<file path="src/sv/crz_pkg.sv">
// Package for the circle rasterizer: field widths, request codes and step indexes.
// Depends on nothing; every other file of the block uses it by scoped names.
package crz_pkg;

    // Widths of the request and result fields.
    localparam int CENTER_W = 14;
    localparam int RAD_IN_W = 12;
    localparam int COORD_W  = 15;
    localparam int IDX_W    = 3;

    // Default width of the internal radius.
    localparam int RADIUS_BITS_DEF = 12;

    // Request codes on the type field.
    localparam logic REQ_START = 1'b0;
    localparam logic REQ_NEXT  = 1'b1;

    // Index of the last result of one step in each mode.
    localparam logic [IDX_W-1:0] IDX_LAST_OUTLINE = 3'd7;
    localparam logic [IDX_W-1:0] IDX_LAST_FILL    = 3'd3;

    // Controls from the sequencer to the coordinate unit.
    typedef struct packed {
        logic [IDX_W-1:0] idx;
        logic             fill;
    } t_coord_ctl;

endpackage

</file>
<file path="src/sv/crz_coord_unit.sv">
// Coordinate unit of the circle rasterizer: one result per cycle from the
// center, the walk position and the result index. Depends on crz_pkg.
module crz_coord_unit #(
    parameter int XW = crz_pkg::RADIUS_BITS_DEF + 1
) (
    input  crz_pkg::t_coord_ctl                 i_ctl,
    input  logic signed [crz_pkg::CENTER_W-1:0] i_cx,
    input  logic signed [crz_pkg::CENTER_W-1:0] i_cy,
    input  logic        [XW-1:0]                i_x,
    input  logic        [XW-1:0]                i_y,
    output logic signed [crz_pkg::COORD_W-1:0]  o_x_start,
    output logic signed [crz_pkg::COORD_W-1:0]  o_x_end,
    output logic signed [crz_pkg::COORD_W-1:0]  o_row
);

    localparam int EW = (XW > crz_pkg::COORD_W) ? XW : crz_pkg::COORD_W;

    logic [EW-1:0]                 x_ext;
    logic [EW-1:0]                 y_ext;
    logic [crz_pkg::COORD_W-1:0]   x_w;
    logic [crz_pkg::COORD_W-1:0]   y_w;
    logic [crz_pkg::COORD_W-1:0]   cx_w;
    logic [crz_pkg::COORD_W-1:0]   cy_w;
    logic [crz_pkg::COORD_W-1:0]   col_off;
    logic [crz_pkg::COORD_W-1:0]   row_off;
    logic [crz_pkg::COORD_W-1:0]   col_minus;
    logic [crz_pkg::COORD_W-1:0]   col_plus;
    logic                          col_is_y;
    logic                          col_neg;
    logic                          row_neg;

    // All sums wrap to the result width, so operands are cut to it first.
    assign x_ext = EW'(i_x);
    assign y_ext = EW'(i_y);
    assign x_w   = x_ext[crz_pkg::COORD_W-1:0];
    assign y_w   = y_ext[crz_pkg::COORD_W-1:0];
    assign cx_w  = {i_cx[crz_pkg::CENTER_W-1], i_cx};
    assign cy_w  = {i_cy[crz_pkg::CENTER_W-1], i_cy};

    always_comb begin
        if (i_ctl.fill) begin
            col_is_y = (i_ctl.idx[0] == i_ctl.idx[1]);
            col_neg  = 1'b1;
            row_neg  = i_ctl.idx[1];
        end else begin
            col_is_y = i_ctl.idx[0];
            col_neg  = i_ctl.idx[1];
            row_neg  = i_ctl.idx[2];
        end
    end

    assign col_off   = col_is_y ? y_w : x_w;
    assign row_off   = col_is_y ? x_w : y_w;
    assign col_minus = cx_w - col_off;
    assign col_plus  = cx_w + col_off;

    assign o_x_start = col_neg ? col_minus : col_plus;
    assign o_x_end   = i_ctl.fill ? col_plus : o_x_start;
    assign o_row     = row_neg ? (cy_w - row_off) : (cy_w + row_off);

endmodule

</file>
<file path="src/sv/crz_err_unit.sv">
// Error-term unit of the circle rasterizer: one walk step of the octant.
// Depends on crz_pkg only through the parameter defaults.
module crz_err_unit #(
    parameter int RB = crz_pkg::RADIUS_BITS_DEF
) (
    input  logic signed [RB+3:0] i_d,
    input  logic        [RB:0]   i_x,
    input  logic        [RB:0]   i_y,
    input  logic        [RB-1:0] i_rad,
    output logic signed [RB+3:0] o_d,
    output logic        [RB:0]   o_x,
    output logic        [RB:0]   o_y,
    output logic                 o_done
);

    localparam int DW = RB + 4;

    logic signed [DW-1:0] x_d;
    logic signed [DW-1:0] y_d;
    logic signed [DW-1:0] r_d;
    logic        [RB:0]   x_inc;
    logic signed [RB+1:0] y_dec;

    assign x_d   = $signed({3'b000, i_x});
    assign y_d   = $signed({3'b000, i_y});
    assign r_d   = $signed({4'b0000, i_rad});
    assign x_inc = i_x + 1'b1;
    // The row can drop below zero on a zero radius, so it is compared signed.
    assign y_dec = $signed({1'b0, i_y}) - $signed((RB+2)'(1));

    always_comb begin
        if (i_d >= (x_d <<< 1)) begin
            o_d = i_d - (x_d <<< 1) - DW'(1);
            o_x = x_inc;
            o_y = i_y;
        end else if (i_d < ((r_d - y_d) <<< 1)) begin
            o_d = i_d + (y_d <<< 1) - DW'(1);
            o_x = i_x;
            o_y = y_dec[RB:0];
        end else begin
            o_d = i_d + ((y_d - x_d - DW'(1)) <<< 1);
            o_x = x_inc;
            o_y = y_dec[RB:0];
        end
    end

    assign o_done = (o_y == i_y) ? ($signed({1'b0, i_y}) < $signed({1'b0, o_x}))
                                 : (y_dec < $signed({1'b0, o_x}));

endmodule

</file>
<file path="src/sv/circle_rasterizer_unit.sv">
// Top level of the circle rasterizer: request port, step sequencer and state.
// Depends on crz_pkg, crz_coord_unit and crz_err_unit.
//
//  channel  | handshake                | payload
//  ---------+--------------------------+------------------------------------------
//  request  | start in, busy out       | i_req_type, i_center_x, i_center_y,
//           |                          | i_radius, i_fill_mode
//  result   | o_valid strobe, no stall | o_x_start, o_x_end, o_row, o_step_last,
//           |                          | o_circle_last
//
// A request is taken at a rising edge with start high and busy low. A start
// request, or a next request while a circle is active, raises busy and the step
// sequencer then issues one result per cycle: eight in outline mode, four in fill
// mode. Busy stays high until the last result of the step, so no new request is
// taken during a step; one coordinate unit is reused for every result. A next
// request with no active circle gives nothing and leaves busy low. Reset is
// synchronous and active low; it clears the sequencer and the active flag. The
// receiver cannot stall: each result is shown for one cycle.
module circle_rasterizer_unit #(
    parameter int RADIUS_BITS = crz_pkg::RADIUS_BITS_DEF
) (
    input  logic                                 i_clk,
    input  logic                                 i_rst_n,
    input  logic                                 start,
    output logic                                 busy,
    input  logic                                 i_req_type,
    input  logic signed [crz_pkg::CENTER_W-1:0]  i_center_x,
    input  logic signed [crz_pkg::CENTER_W-1:0]  i_center_y,
    input  logic        [crz_pkg::RAD_IN_W-1:0]  i_radius,
    input  logic                                 i_fill_mode,
    output logic                                 o_valid,
    output logic signed [crz_pkg::COORD_W-1:0]   o_x_start,
    output logic signed [crz_pkg::COORD_W-1:0]   o_x_end,
    output logic signed [crz_pkg::COORD_W-1:0]   o_row,
    output logic                                 o_step_last,
    output logic                                 o_circle_last
);

    localparam int RB = RADIUS_BITS;
    localparam int XW = RB + 1;
    localparam int DW = RB + 4;

    // Control state.
    logic                            r_busy, n_busy;
    logic                            r_active, n_active;
    logic [crz_pkg::IDX_W-1:0]       r_idx, n_idx;

    // Circle state; no reset needed, it is loaded by every start request.
    logic signed [crz_pkg::CENTER_W-1:0] r_cx, n_cx;
    logic signed [crz_pkg::CENTER_W-1:0] r_cy, n_cy;
    logic        [RB-1:0]                r_rad, n_rad;
    logic        [XW-1:0]                r_xs, n_xs;
    logic        [XW-1:0]                r_ys, n_ys;
    logic signed [DW-1:0]                r_d, n_d;
    logic                                r_fill, n_fill;

    logic                        accept;
    logic                        step_end;
    logic [crz_pkg::IDX_W-1:0]   idx_last;
    logic [RB+crz_pkg::RAD_IN_W-1:0] rad_wide;
    logic signed [DW-1:0]        adv_d;
    logic        [XW-1:0]        adv_x;
    logic        [XW-1:0]        adv_y;
    logic                        adv_done;
    crz_pkg::t_coord_ctl         coord_ctl;

    assign accept   = start && !r_busy;
    assign idx_last = r_fill ? crz_pkg::IDX_LAST_FILL : crz_pkg::IDX_LAST_OUTLINE;
    assign step_end = r_busy && (r_idx == idx_last);
    // Only the low RADIUS_BITS bits of the radius field count.
    assign rad_wide = {{RB{1'b0}}, i_radius};

    // The error term advances once per step, on the cycle of the step's
    // last result, so the end of the circle is known on that same result.
    crz_err_unit #(
        .RB(RB)
    ) u_err (
        .i_d    (r_d),
        .i_x    (r_xs),
        .i_y    (r_ys),
        .i_rad  (r_rad),
        .o_d    (adv_d),
        .o_x    (adv_x),
        .o_y    (adv_y),
        .o_done (adv_done)
    );

    assign coord_ctl.idx  = r_idx;
    assign coord_ctl.fill = r_fill;

    // One coordinate unit serves every result of a step, indexed by r_idx.
    crz_coord_unit #(
        .XW(XW)
    ) u_coord (
        .i_ctl     (coord_ctl),
        .i_cx      (r_cx),
        .i_cy      (r_cy),
        .i_x       (r_xs),
        .i_y       (r_ys),
        .o_x_start (o_x_start),
        .o_x_end   (o_x_end),
        .o_row     (o_row)
    );

    always_comb begin
        n_busy   = r_busy;
        n_active = r_active;
        n_idx    = r_idx;
        n_cx     = r_cx;
        n_cy     = r_cy;
        n_rad    = r_rad;
        n_xs     = r_xs;
        n_ys     = r_ys;
        n_d      = r_d;
        n_fill   = r_fill;
        if (accept) begin
            if (i_req_type == crz_pkg::REQ_START) begin
                // A start drops any circle in progress and begins a new one.
                n_cx     = i_center_x;
                n_cy     = i_center_y;
                n_rad    = rad_wide[RB-1:0];
                n_fill   = i_fill_mode;
                n_xs     = '0;
                n_ys     = {1'b0, rad_wide[RB-1:0]};
                n_d      = $signed({4'b0000, rad_wide[RB-1:0]}) - DW'(1);
                n_active = 1'b1;
                n_busy   = 1'b1;
                n_idx    = '0;
            end else if (r_active) begin
                n_busy = 1'b1;
                n_idx  = '0;
            end
        end else if (r_busy) begin
            n_idx = r_idx + 1'b1;
            if (step_end) begin
                n_busy = 1'b0;
                n_xs   = adv_x;
                n_ys   = adv_y;
                n_d    = adv_d;
                if (adv_done) begin
                    n_active = 1'b0;
                end
            end
        end
    end

    always_ff @(posedge i_clk) begin
        if (!i_rst_n) begin
            r_busy   <= 1'b0;
            r_active <= 1'b0;
            r_idx    <= '0;
        end else begin
            r_busy   <= n_busy;
            r_active <= n_active;
            r_idx    <= n_idx;
        end
    end

    always_ff @(posedge i_clk) begin
        r_cx   <= n_cx;
        r_cy   <= n_cy;
        r_rad  <= n_rad;
        r_xs   <= n_xs;
        r_ys   <= n_ys;
        r_d    <= n_d;
        r_fill <= n_fill;
    end

    assign busy          = r_busy;
    assign o_valid       = r_busy;
    assign o_step_last   = step_end;
    assign o_circle_last = step_end && adv_done;

`ifndef SYNTHESIS
    // A start request always produces results in the following cycle.
    a_start_emits: assert property (@(posedge i_clk) disable iff (!i_rst_n)
        (start && !busy && (i_req_type == crz_pkg::REQ_START)) |=> o_valid)
        else $error("start request did not begin a step");

    // The end of the circle can only be flagged on the last result of a step.
    a_circle_last_on_step: assert property (@(posedge i_clk) disable iff (!i_rst_n)
        o_circle_last |-> (o_valid && o_step_last))
        else $error("circle end flagged inside a step");

    // After the last result of a step the sequencer stops and waits.
    a_step_stops: assert property (@(posedge i_clk) disable iff (!i_rst_n)
        o_step_last |=> !o_valid)
        else $error("results continued past the end of a step");

    // Once the circle has ended no circle stays active.
    a_circle_ends: assert property (@(posedge i_clk) disable iff (!i_rst_n)
        o_circle_last |=> !r_active)
        else $error("circle still active after its last result");
`endif

endmodule

</file>
<file path="config.mk">
export PLATFORM = sky130hd
export DESIGN_NAME = circle_rasterizer_unit
export DESIGN_NICKNAME = d
export VERILOG_FILES = /design/src/sv/crz_pkg.sv /design/src/sv/crz_coord_unit.sv /design/src/sv/crz_err_unit.sv /design/src/sv/circle_rasterizer_unit.sv
export SDC_FILE = /design/constraint.sdc
export NUM_CORES = 1
export LEC_CHECK = 0
export BUFFER_PORTS_ARGS = -buffer_cell sky130_fd_sc_hd__buf_2
export CORE_ASPECT_RATIO = 0.5
export CORE_UTILIZATION = 65
export DETAILED_ROUTE_END_ITERATION = 8
export HOLD_SLACK_MARGIN = 0.15
export PLACE_DENSITY = 0.94
export REMOVE_ABC_BUFFERS = 1
export SYNTH_ARGS = -nofsm -noshare
export SYNTH_HDL_FRONTEND = slang
export SYNTH_SLANG_ARGS = --single-unit
</file>
<file path="constraint.sdc">
create_clock -name i_clk -period 13.74 [get_ports i_clk]
set_clock_uncertainty 0.15 [all_clocks]
set_input_delay 1.374 -clock i_clk [delete_from_list [all_inputs] [get_ports i_clk]]
set_output_delay 1.374 -clock i_clk [all_outputs]
set_load 0.02 [all_outputs]
</file>
==> impl_metrics.csv, run 1 <==
group,metric,value,unit
power_and_ir_drop,internal_power,740,uW
sta,fmax,0.106,GHz
power_and_ir_drop,total_leakage_power,0.00536,uW
clock_tree,postCtsSetupBuffers,0,
clock_tree,ctsHoldBuffers,0,
clock_tree,cts_tree,"done",
power_and_ir_drop,seq_power_share,0.256,
clock_tree,path_clk_slew,60,ps
logic_synthesis,synth_common_cells,"151 x inv_1, 149 x ha_1, 137 x a21oi_1",
worst_hold_path,hp-start,"r_active",
setup_path,crit_path_start,"r_ys[2]",
floorplanning,fp-row-count,33,
floorplanning,die_area,18000,sq um
setup_path,cp.required,12220,ps
placed_design,dp.cells,1670,
global_route,grt_overflow,0,
detailed_routing,finalWirelength,33.4,mm
power_and_ir_drop,p_sw_frac,0.451,
logic_synthesis,synth_enable_flop_cells,83,
floorplanning,fp.dieW,189,um
detailed_routing,firstDrtPassIters,8,
logic_synthesis,ys_ff_latch,88,
sta,drv_slew,0,
global_route,grt_start_max_net_pins,59,
sta,setup_ws,4340,ps
power_and_ir_drop,ir_worst_vdd,0.0000654,V
clock_tree,cts_inserted_buffers,9,
setup_path,cpPeakStageDelay,510,ps
clock_tree,clockBufferDepth,2,
placed_design,gp_congestion,0.946,
placed_design,dp_hpwl,26.4,mm
sta,holdWs,380,ps
placed_design,pre_cts_slack,4980,ps
detailed_routing,drtIter0Drc,1119,
final_layout,drive_gt1_frac,0.102,
global_route,grt_pass1_vias,10300,
logic_synthesis,yosysTopAreaCell,"edfxtp_1",
logic_synthesis,synth_area_leaders,"edfxtp_1 22%, ha_1 16%, xnor2_1 8.5%",
sta,rsz0062_at_grt,"false",
flow_run,cap_viol_max_count,0,
setup_path,cpMaxStageDelayCell,"edfxtp_1",
global_route,grt_pass1_wl,52.4,mm
setup_path,crit_arrival,7880,ps
clock_tree,clk_latency,350,ps
setup_path,ff2ff_path_depth,33,
final_layout,nets,1656,
logic_synthesis,syn-cell-area,11300,sq um
logic_synthesis,syn-instance-count,1388,
logic_synthesis,ys_seq_area_frac,0.229,
final_layout,fillers,1295,
power_and_ir_drop,p_comb_frac,0.573,
clock_tree,clock_sinks,88,
sta,hold_viol,0,
clock_tree,ctsResizeCount,0,
floorplanning,io_pins,94,
outcome,status,"finished clean",
detailed_routing,ant_nets,0,
setup_path,r2r_start,"r_ys[2]",
final_layout,antenna_cells,0,
power_and_ir_drop,p_sw,608,uW
final_layout,syn2layout_area_growth,8.02,%
setup_path,worstSetupPathType,"flop to primary output",
logic_synthesis,synth_top_area_frac,0.220,
sta,maxSlewHeadroom,0.390,
final_layout,fin_cells,1685,
detailed_routing,wire_per_inst,19.8,um
global_route,grtUsageMet2,0.606,
logic_synthesis,synthArstFlopShare,0,
global_route,antenna_found_initial,0,
logic_synthesis,yosys_warnings,0,
setup_path,crit_path_start_kind,"flop",
detailed_routing,vias,10900,
global_route,gr-usage-met3,0.0589,
setup_path,rrSetupSlack,6140,ps
setup_path,timing.rr.end,"r_active",
setup_path,critPathMaxFanout,12,
final_layout,post-route-util,0.732,
logic_synthesis,avgSynthCellArea,8.16,sq um
logic_synthesis,synth_flop_cell,"edfxtp_1",
global_route,use_met1,0.532,
logic_synthesis,yosysUniqueCellTypes,83,
sta,min_period,9400,ps
floorplanning,start_util,0.678,
sta,worstMarginPinSlew,915,ps
sta,finalCritPeriodShare,0.684,
clock_tree,h-tree-depth,3,
sta,final-setup-viol-count,0,
worst_hold_path,hold_end,"r_active",
power_and_ir_drop,p_clk_frac,0.171,
placed_design,portBuffers,93,
floorplanning,core,16700,sq um
sta,setup_tns,0,ps
global_route,top_usage_layer,"met2",
worst_hold_path,hold_path.class,"flop to flop",
floorplanning,die_h,95.4,um
setup_path,cp-end-kind,"primary output",
detailed_routing,post_drt_via_cell_ratio,6.45,
logic_synthesis,synth.most_common_cell,"inv_1",
global_route,grt_usage,0.375,
detailed_routing,drc_errors,0,
worst_hold_path,holdPathStages,2,
power_and_ir_drop,powerDensity,110,nW/um^2
clock_tree,cts-root-buf,"clkbuf_16",
==> worst max-delay path by stage <==
stage	to	slack, ps	cells after the start
after floorplan	o_x_end[12]	5490	17
after global placement	o_circle_last	5270	34
after detailed placement	o_circle_last	4980	34
after CTS	o_circle_last	4550	34
after global routing	o_circle_last	3930	34
final	o_circle_last	4340	34
==> metrics by stage <==
stage / power, uW / cell area (sq um)
finish: 1350 / 12200
CTS: 1330 / 12200
global route: 1430 / 12200
detailed placement: 1100 / 12000
floorplan: 901 / 11100
global placement: 1070 / 12000
==> layout by cell type, fill, tap and decap left out, types with 6 or more instances in the layout <==
master,count
ha_1,149
nand2b_1,15
nor2b_1,15
buf_4,9
and3_1,11
xor2_1,36
a211oi_1,20
buf_2,93
nand2_1,82
edfxtp_1,83
a21boi_0,8
nand3_1,32
nor3_1,27
a21oi_1,136
o21a_1,7
or4_1,6
o31ai_1,8
clkbuf_16,9
nor4_1,10
mux2i_1,10
xnor2_1,110
nor2_1,124
or3_1,11
inv_1,151
fa_1,8
a31oi_1,8
o21ai_0,82
nand4_1,10
a21o_1,44
o21bai_1,25
and2_1,12
o211ai_1,10
a2111oi_0,7
==> worst max-delay path, delay by kind of cell, from the launching register on <==
kind,cells,cell delay (ps)
AND/OR/NAND/NOR,8,1140
buffers and inverters,3,690
flip-flops,1,510
adder cells (fa/ha/maj),4,1100
XOR/XNOR,2,430
AO/OA/AOI/OAI,17,3640
==> sequential cells by signal, indices dropped and copies added (netlist names) <==
register / cells
r_xs: 13
r_cy: 14
r_idx: 3
r_cx: 14
r_d: 16
r_rad: 12
r_fill: 1
busy: 1
r_active: 1
r_ys: 13
==> power groups by stage <==
stage          clock (uW)  sequential [uW]  combinational, uW
2_1_floorplan           0              342                558
3_3_place_gp            0              348                724
3_5_place_dp            0              349                750
4_1_cts               228              343                756
5_1_grt               237              346                843
6_report              231              345                772
==> layout make-up <==
type                    instances  area, sq um  area share
well taps                     227          284      0.0232
repair buffers                102          533      0.0435
clock inverters                 4         22.5     0.00184
multi-input cells            1102         8010       0.654
flip-flops and latches         88         2590       0.212
inverters                     151          567      0.0463
clock buffers                  11          233      0.0190
==> cells by family after synthesis <==
logic type	count (synthesis)	synth area share
AOI/OAI and AO/OA	401	0.229
and+or+nand+nor	378	0.163
buffers and inverters	198	0.0678
adders and majority gates	162	0.183
xor gates and xnor gates	148	0.116
DFF	88	0.229
muxes	13	0.0118
==> per-layer routing <==
| metal | routed length (um) | up-vias |
|---|---|---|
| met1 | 14600 | 5133 |
| met5 | 0 | - |
| met2 | 14600 | 629 |
| li1 | - | 5062 |
| met3 | 3880 | 44 |
| met4 | 376 | 0 |
(Power assumes the default switching activity.)
==> inputs of run 2 (changes only) <==
--- a/config.mk
+++ b/config.mk
@@ -5,12 +5,13 @@
 export SDC_FILE = /design/constraint.sdc
 export NUM_CORES = 1
 export LEC_CHECK = 0
+export ABC_AREA = 1
 export BUFFER_PORTS_ARGS = -buffer_cell sky130_fd_sc_hd__buf_2
 export CORE_ASPECT_RATIO = 0.5
-export CORE_UTILIZATION = 65
+export CORE_UTILIZATION = 57
 export DETAILED_ROUTE_END_ITERATION = 8
 export HOLD_SLACK_MARGIN = 0.15
-export PLACE_DENSITY = 0.94
+export PLACE_DENSITY = 0.88
 export REMOVE_ABC_BUFFERS = 1
 export SYNTH_ARGS = -nofsm -noshare
 export SYNTH_HDL_FRONTEND = slang
==> constraint.sdc (replaced) <==
create_clock -name i_clk -period 7.8 [get_ports i_clk]
set_clock_uncertainty 0.15 [all_clocks]
set_input_delay 0.78 -clock i_clk [delete_from_list [all_inputs] [get_ports i_clk]]
set_output_delay 0.78 -clock i_clk [all_outputs]
set_load 0.02 [all_outputs]
==> impl_metrics.csv, run 2 <==
group,metric,value,unit
sta,maxSlewHeadroom,0.252,
setup_path,worstSetupPathType,"flop to primary output",
logic_synthesis,synth_top_area_frac,0.219,
sta,drv_slew,0,
detailed_routing,finalWirelength,32.2,mm
detailed_routing,post_drt_via_cell_ratio,5.74,
power_and_ir_drop,p_sw_frac,0.475,
detailed_routing,ant_nets,0,
final_layout,drive_gt1_frac,0.0940,
clock_tree,cts_inserted_buffers,9,
logic_synthesis,yosysUniqueCellTypes,59,
logic_synthesis,ys_ff_latch,88,
setup_path,critPathMaxFanout,7,
power_and_ir_drop,p_comb_frac,0.584,
logic_synthesis,syn-cell-area,11400,sq um
final_layout,antenna_cells,0,
power_and_ir_drop,total_power,2630,uW
final_layout,largest_register_ff_count,16,
clock_tree,cts-root-buf,"clkbuf_16",
sta,setup_ws,568,ps
logic_synthesis,yosysTopAreaCell,"edfxtp_1",
detailed_routing,drc_errors,0,
logic_synthesis,avgSynthCellArea,7.01,sq um
placed_design,dp_hpwl,25.3,mm
global_route,grt_pass1_vias,9996,
floorplanning,fp-row-count,36,
sta,hold_viol,0,
power_and_ir_drop,p_sw,1250,uW
floorplanning,fp.dieW,202,um
worst_hold_path,holdPathStages,2,
final_layout,reg_top3,"r_d: 16 flops, r_cx: 14 flops, r_cy: 14 flops",
final_layout,ff_latch_area,2590,sq um
final_layout,fin_cells,1979,
detailed_routing,vias,11400,
sta,min_period,7230,ps
flow_run,cap_viol_max_count,0,
logic_synthesis,synth_common_cells,"346 x nand2_1, 249 x inv_1, 149 x ha_1",
setup_path,cp-end-kind,"primary output",
final_layout,layout_common_cells,"345 x nand2_1, 249 x inv_1, 149 x ha_1",
sta,setup_tns,0,ps
logic_synthesis,synth.most_common_cell,"nand2_1",
outcome,status,"finished clean",
placed_design,pre_cts_slack,670,ps
global_route,grt_overflow,0,
global_route,grt_pass1_wl,50.3,mm
final_layout,nets,1910,
logic_synthesis,synthArstFlopShare,0,
setup_path,cp.required,6870,ps
clock_tree,clock_sinks,88,
logic_synthesis,syn-instance-count,1627,
clock_tree,clockBufferDepth,2,
global_route,grt_start_max_net_pins,53,
placed_design,portBuffers,93,
power_and_ir_drop,p_clk_frac,0.186,
clock_tree,cts_tree,"done",
final_layout,final_common_cell,"nand2_1",
detailed_routing,wire_per_inst,16.3,um
placed_design,gp_congestion,0.968,
sta,worstMarginPinSlew,1120,ps
global_route,grt_usage,0.312,
final_layout,regMostFlops,"r_d",
floorplanning,core,19500,sq um
power_and_ir_drop,total_leakage_power,0.00624,uW
final_layout,post-route-util,0.638,
power_and_ir_drop,powerDensity,211,nW/um^2
floorplanning,die_area,20600,sq um
floorplanning,start_util,0.583,
clock_tree,clk_latency,370,ps
logic_synthesis,ys_seq_area_frac,0.227,
setup_path,crit_arrival,6300,ps
power_and_ir_drop,ir_worst_vdd,0.000109,V
worst_hold_path,hp-start,"r_active",
final_layout,fillers,1711,
final_layout,multi_input_area,7730,sq um
power_and_ir_drop,internal_power,1380,uW
logic_synthesis,synth_area_leaders,"edfxtp_1 22%, ha_1 16%, nand2_1 11%",
floorplanning,die_h,102,um
placed_design,dp.cells,1957,
clock_tree,ctsHoldBuffers,0,
setup_path,cpMaxStageDelayCell,"edfxtp_1",
logic_synthesis,yosys_warnings,0,
clock_tree,path_clk_slew,70,ps
setup_path,crit_path_start_kind,"flop",
clock_tree,h-tree-depth,3,
power_and_ir_drop,seq_power_share,0.231,
final_layout,syn2layout_area_growth,9.40,%
setup_path,crit_path_frequent_cell,"nand2_1",
setup_path,ff2ff_path_depth,39,
worst_hold_path,hold_path.class,"flop to flop",
worst_hold_path,hold_end,"r_active",
global_route,antenna_found_initial,1,
floorplanning,io_pins,94,
detailed_routing,firstDrtPassIters,6,
sta,finalCritPeriodShare,0.927,
sta,final-setup-viol-count,0,
setup_path,timing.rr.end,"r_active",
logic_synthesis,synth_flop_cell,"edfxtp_1",
logic_synthesis,synth_enable_flop_cells,83,
setup_path,rrSetupSlack,1690,ps
detailed_routing,drtIter0Drc,1144,
setup_path,r2r_start,"r_ys[2]",
sta,fmax,0.138,GHz
setup_path,cpPeakStageDelay,430,ps
run 2: cell count changes in the layout (fill, tap and decap cells not counted), moves of 11 or more:
cell,delta
nand2b_1,-15
o21bai_1,-12
o21ai_0,+49
nand3_1,+57
xnor2_1,-84
nand2_1,+263
a21o_1,-42
nand2_2,+11
a211oi_1,-13
nor2b_1,-15
xor2_1,+58
inv_1,+98
or3_1,-11
run 2: per-layer routing:
| layer | up-vias | routed length [um] | GRT usage |
|---|---|---|---|
| met5 | - | 0 | 0 |
| met4 | 0 | 817 | 0.0997 |
| met3 | 67 | 3240 | 0.0523 |
| met2 | 607 | 13700 | 0.496 |
| met1 | 5121 | 14500 | 0.434 |
| li1 | 5571 | - | - |
run 2: power groups by stage:
stage	logic (uW)	registers (uW)	clock network [uW]
after floorplan	1110	601	0
after global placement	1460	613	0
after detailed placement	1480	615	0
after CTS	1490	605	488
after global routing	1700	609	506
final	1540	607	488
run 2: worst max path at each step:
stage | from | endpoint | slack (ps) | cells past startpoint
2_1_floorplan | r_ys[0] | o_circle_last | 1510 | 35
3_5_place_dp | r_ys[0] | o_circle_last | 670 | 36
3_3_place_gp | r_ys[0] | o_circle_last | 870 | 36
4_1_cts | r_ys[0] | o_circle_last | 270 | 36
6_report | r_ys[2] | o_circle_last | 570 | 39
5_1_grt | r_ys[2] | o_circle_last | -50 | 39
run 2: worst max-delay path, delay by kind of cell (launching register included):
kind	cells	cell delay [ps]
AO/OA/AOI/OAI	11	1800
XOR/XNOR	1	260
adder cells (fa/ha/maj)	3	1030
buffers and inverters	6	570
flip-flops	1	430
AND/OR/NAND/NOR	18	1850
run 2: area by class of cell:
type | instances | area share
tap | 266 | 0.0267
clock inverter | 7 | 0.00762
timing repair buffer | 104 | 0.0439
inverter | 252 | 0.0762
sequential | 88 | 0.208
multi-input combinational | 1253 | 0.620
clock buffer | 9 | 0.0181
run 2: what timing repair did:
action,4_1_cts,5_1_grt
setup endpoints to repair,0,1
gates resized for setup,0,5
setup buffers,0,6
run 2: logic make-up after synthesis:
family          Yosys count  synth area share
xor+xnor                120            0.0922
compound gates          342             0.166
buf+inv                 286            0.0979
fa+ha+maj               157             0.178
flops                    88             0.227
simple gates            634             0.239
run 2: metrics by stage:
stage | cell area [sq um] | hold slack [ps]
after global placement | 12100 | 302
after detailed placement | 12100 | 309
final | 12500 | 319
after floorplan | 11200 | 291
after global routing | 12500 | 341
after CTS | 12400 | 318
==> inputs of run 3 (changes only) <==
==> constraint.sdc (replaced) <==
create_clock -name i_clk -period 7.8 [get_ports i_clk]
set_clock_uncertainty 0.15 [all_clocks]
set_input_delay 1.17 -clock i_clk [delete_from_list [all_inputs] [get_ports i_clk]]
set_output_delay 1.17 -clock i_clk [all_outputs]
set_load 0.02 [all_outputs]
==> impl_metrics.csv, run 3 (synthesis gave the netlist of run 2 again) <==
group,metric,value,unit
outcome,status,"finished clean",
worst_hold_path,holdPathStages,2,
detailed_routing,drtIter0Drc,1278,
placed_design,portBuffers,93,
setup_path,rrSetupSlack,1680,ps
detailed_routing,ant_nets,0,
detailed_routing,firstDrtPassIters,5,
detailed_routing,drc_errors,0,
clock_tree,cts_tree,"done",
clock_tree,h-tree-depth,3,
global_route,grt_pass1_wl,51.8,mm
floorplanning,fp.dieW,202,um
setup_path,critPathMaxFanout,6,
setup_path,timing.rr.end,"r_active",
setup_path,r2r_start,"r_ys[0]",
sta,min_period,7630,ps
detailed_routing,top_layer_used,"met4",
floorplanning,io_pins,94,
sta,maxSlewHeadroom,0.268,
power_and_ir_drop,p_sw,1240,uW
global_route,grt_pass1_vias,10300,
final_layout,largest_register_ff_count,16,
final_layout,layout_common_cells,"345 x nand2_1, 248 x inv_1, 149 x ha_1",
clock_tree,cts_inserted_buffers,9,
floorplanning,start_util,0.583,
placed_design,dp_hpwl,26.0,mm
worst_hold_path,hp-start,"r_active",
flow_run,cap_viol_max_count,0,
final_layout,fin_area,12500,sq um
sta,worstMarginPinSlew,1090,ps
sta,holdWs,320,ps
placed_design,gp_congestion,0.973,
detailed_routing,vias,11500,
sta,hold_viol,0,
setup_path,cp.required,6480,ps
global_route,antenna_found_initial,0,
power_and_ir_drop,p_clk_frac,0.165,
power_and_ir_drop,ir_worst_vdd,0.0000996,V
detailed_routing,wire_per_inst,16.5,um
power_and_ir_drop,p_comb_frac,0.601,
setup_path,worstSetupPathType,"flop to primary output",
floorplanning,core,19500,sq um
setup_path,crit_path_start_kind,"flop",
sta,final-setup-viol-count,0,
final_layout,reg_top3,"r_d: 16 flops, r_cx: 14 flops, r_cy: 14 flops",
floorplanning,die_area,20600,sq um
global_route,grt_start_max_net_pins,45,
detailed_routing,wl_met1,14.6,mm
detailed_routing,routed-wl-met2,14.1,mm
final_layout,final_common_cell,"nand2_1",
worst_hold_path,hold_end,"r_active",
detailed_routing,finalWirelength,32.8,mm
setup_path,crit_family,"simple AND/OR/NAND/NOR gates",
detailed_routing,post_drt_via_cell_ratio,5.76,
global_route,grt_usage,0.320,
setup_path,crit_path_frequent_cell,"nand2_1",
sta,fmax,0.131,GHz
placed_design,placed_area,12100,sq um
final_layout,syn2layout_area_growth,9.78,%
setup_path,cpMaxStageDelayCell,"fa_1",
detailed_routing,met3WireLength,3.34,mm
clock_tree,clockBufferDepth,2,
power_and_ir_drop,total_power,2590,uW
clock_tree,clk_latency,360,ps
power_and_ir_drop,total_leakage_power,0.00627,uW
global_route,grt_overflow,0,
power_and_ir_drop,seq_power_share,0.234,
power_and_ir_drop,p_sw_frac,0.478,
floorplanning,fp-row-count,36,
setup_path,cpPeakStageDelay,410,ps
floorplanning,die_h,102,um
setup_path,ff2ff_path_depth,38,
power_and_ir_drop,internal_power,1350,uW
power_and_ir_drop,powerDensity,207,nW/um^2
final_layout,drive_gt1_frac,0.0987,
setup_path,crit_arrival,6310,ps
sta,setup_tns,0,ps
final_layout,regMostFlops,"r_d",
sta,drv_slew,0,
sta,finalCritPeriodShare,0.978,
clock_tree,clock_sinks,88,
setup_path,path_buf_inv,4,
final_layout,nets,1919,
clock_tree,cts-root-buf,"clkbuf_16",
setup_path,crit_cells,38,
final_layout,post-route-util,0.640,
clock_tree,path_clk_slew,60,ps
worst_hold_path,hold_path.class,"flop to flop",
setup_path,cp-end-kind,"primary output",
==> run 3: changes by cell type in the layout (fill, tap and decap cells not counted), sizes merged <==
cell    delta
inv        -1
clkbuf     +1
clkinv     +1
diode      +1
bufinv     -1
buf        +9
==> run 3: worst max-delay path by stage <==
stage	endpoint	startpoint	slack, ps
6_report	o_circle_last	r_ys[0]	170
5_1_grt	o_circle_last	r_ys[0]	-200
4_1_cts	o_circle_last	r_ys[0]	20
3_5_place_dp	o_circle_last	r_ys[0]	330
3_3_place_gp	o_circle_last	r_ys[0]	470
2_1_floorplan	o_circle_last	r_ys[0]	1120
==> run 3: power groups by stage <==
stage	Clock [uW]	Sequential (uW)	Combinational (uW)
2_1_floorplan	0	601	1110
3_3_place_gp	0	613	1460
3_5_place_dp	0	615	1490
4_1_cts	430	605	1510
5_1_grt	448	609	1730
6_report	428	606	1560
==> run 3: final cells by class <==
cell class | instances | area, sq um
fillers | 1695 | 7030
well taps | 266 | 333
clock inverters | 6 | 50.0
diodes | 1 | 2.50
clock buffers | 10 | 229
multi-input cells | 1253 | 7740
flip-flops and latches | 88 | 2590
repair buffers | 113 | 616
inverters | 252 | 951
==> run 3: through the flow <==
stage          setup slack, ps  std cells
3_5_place_dp               330       1959
3_3_place_gp               474       1959
6_report                   171       1989
2_1_floorplan             1120       1593
4_1_cts                   18.4       1976
5_1_grt                   -199       1988
==> run 3: tightest hold or removal path: stages, from the launching register on <==
cell and delay [ps]:
dfxtp_1 310, nand2_2 60, a21oi_2 50
==> run 3: what timing repair did <==
item	CTS	global route
hold buffers	0	0
pin swaps	2	4
resized for setup	0	9
buffers inserted	1	12
endpoints found under the setup margin	1	1
==> run 3: metal layers <==
layer  up-vias  GRT usage
met5         -          0
met2       582      0.515
met4         0     0.0932
met3        81     0.0558
met1      5198      0.442
li1       5591          -
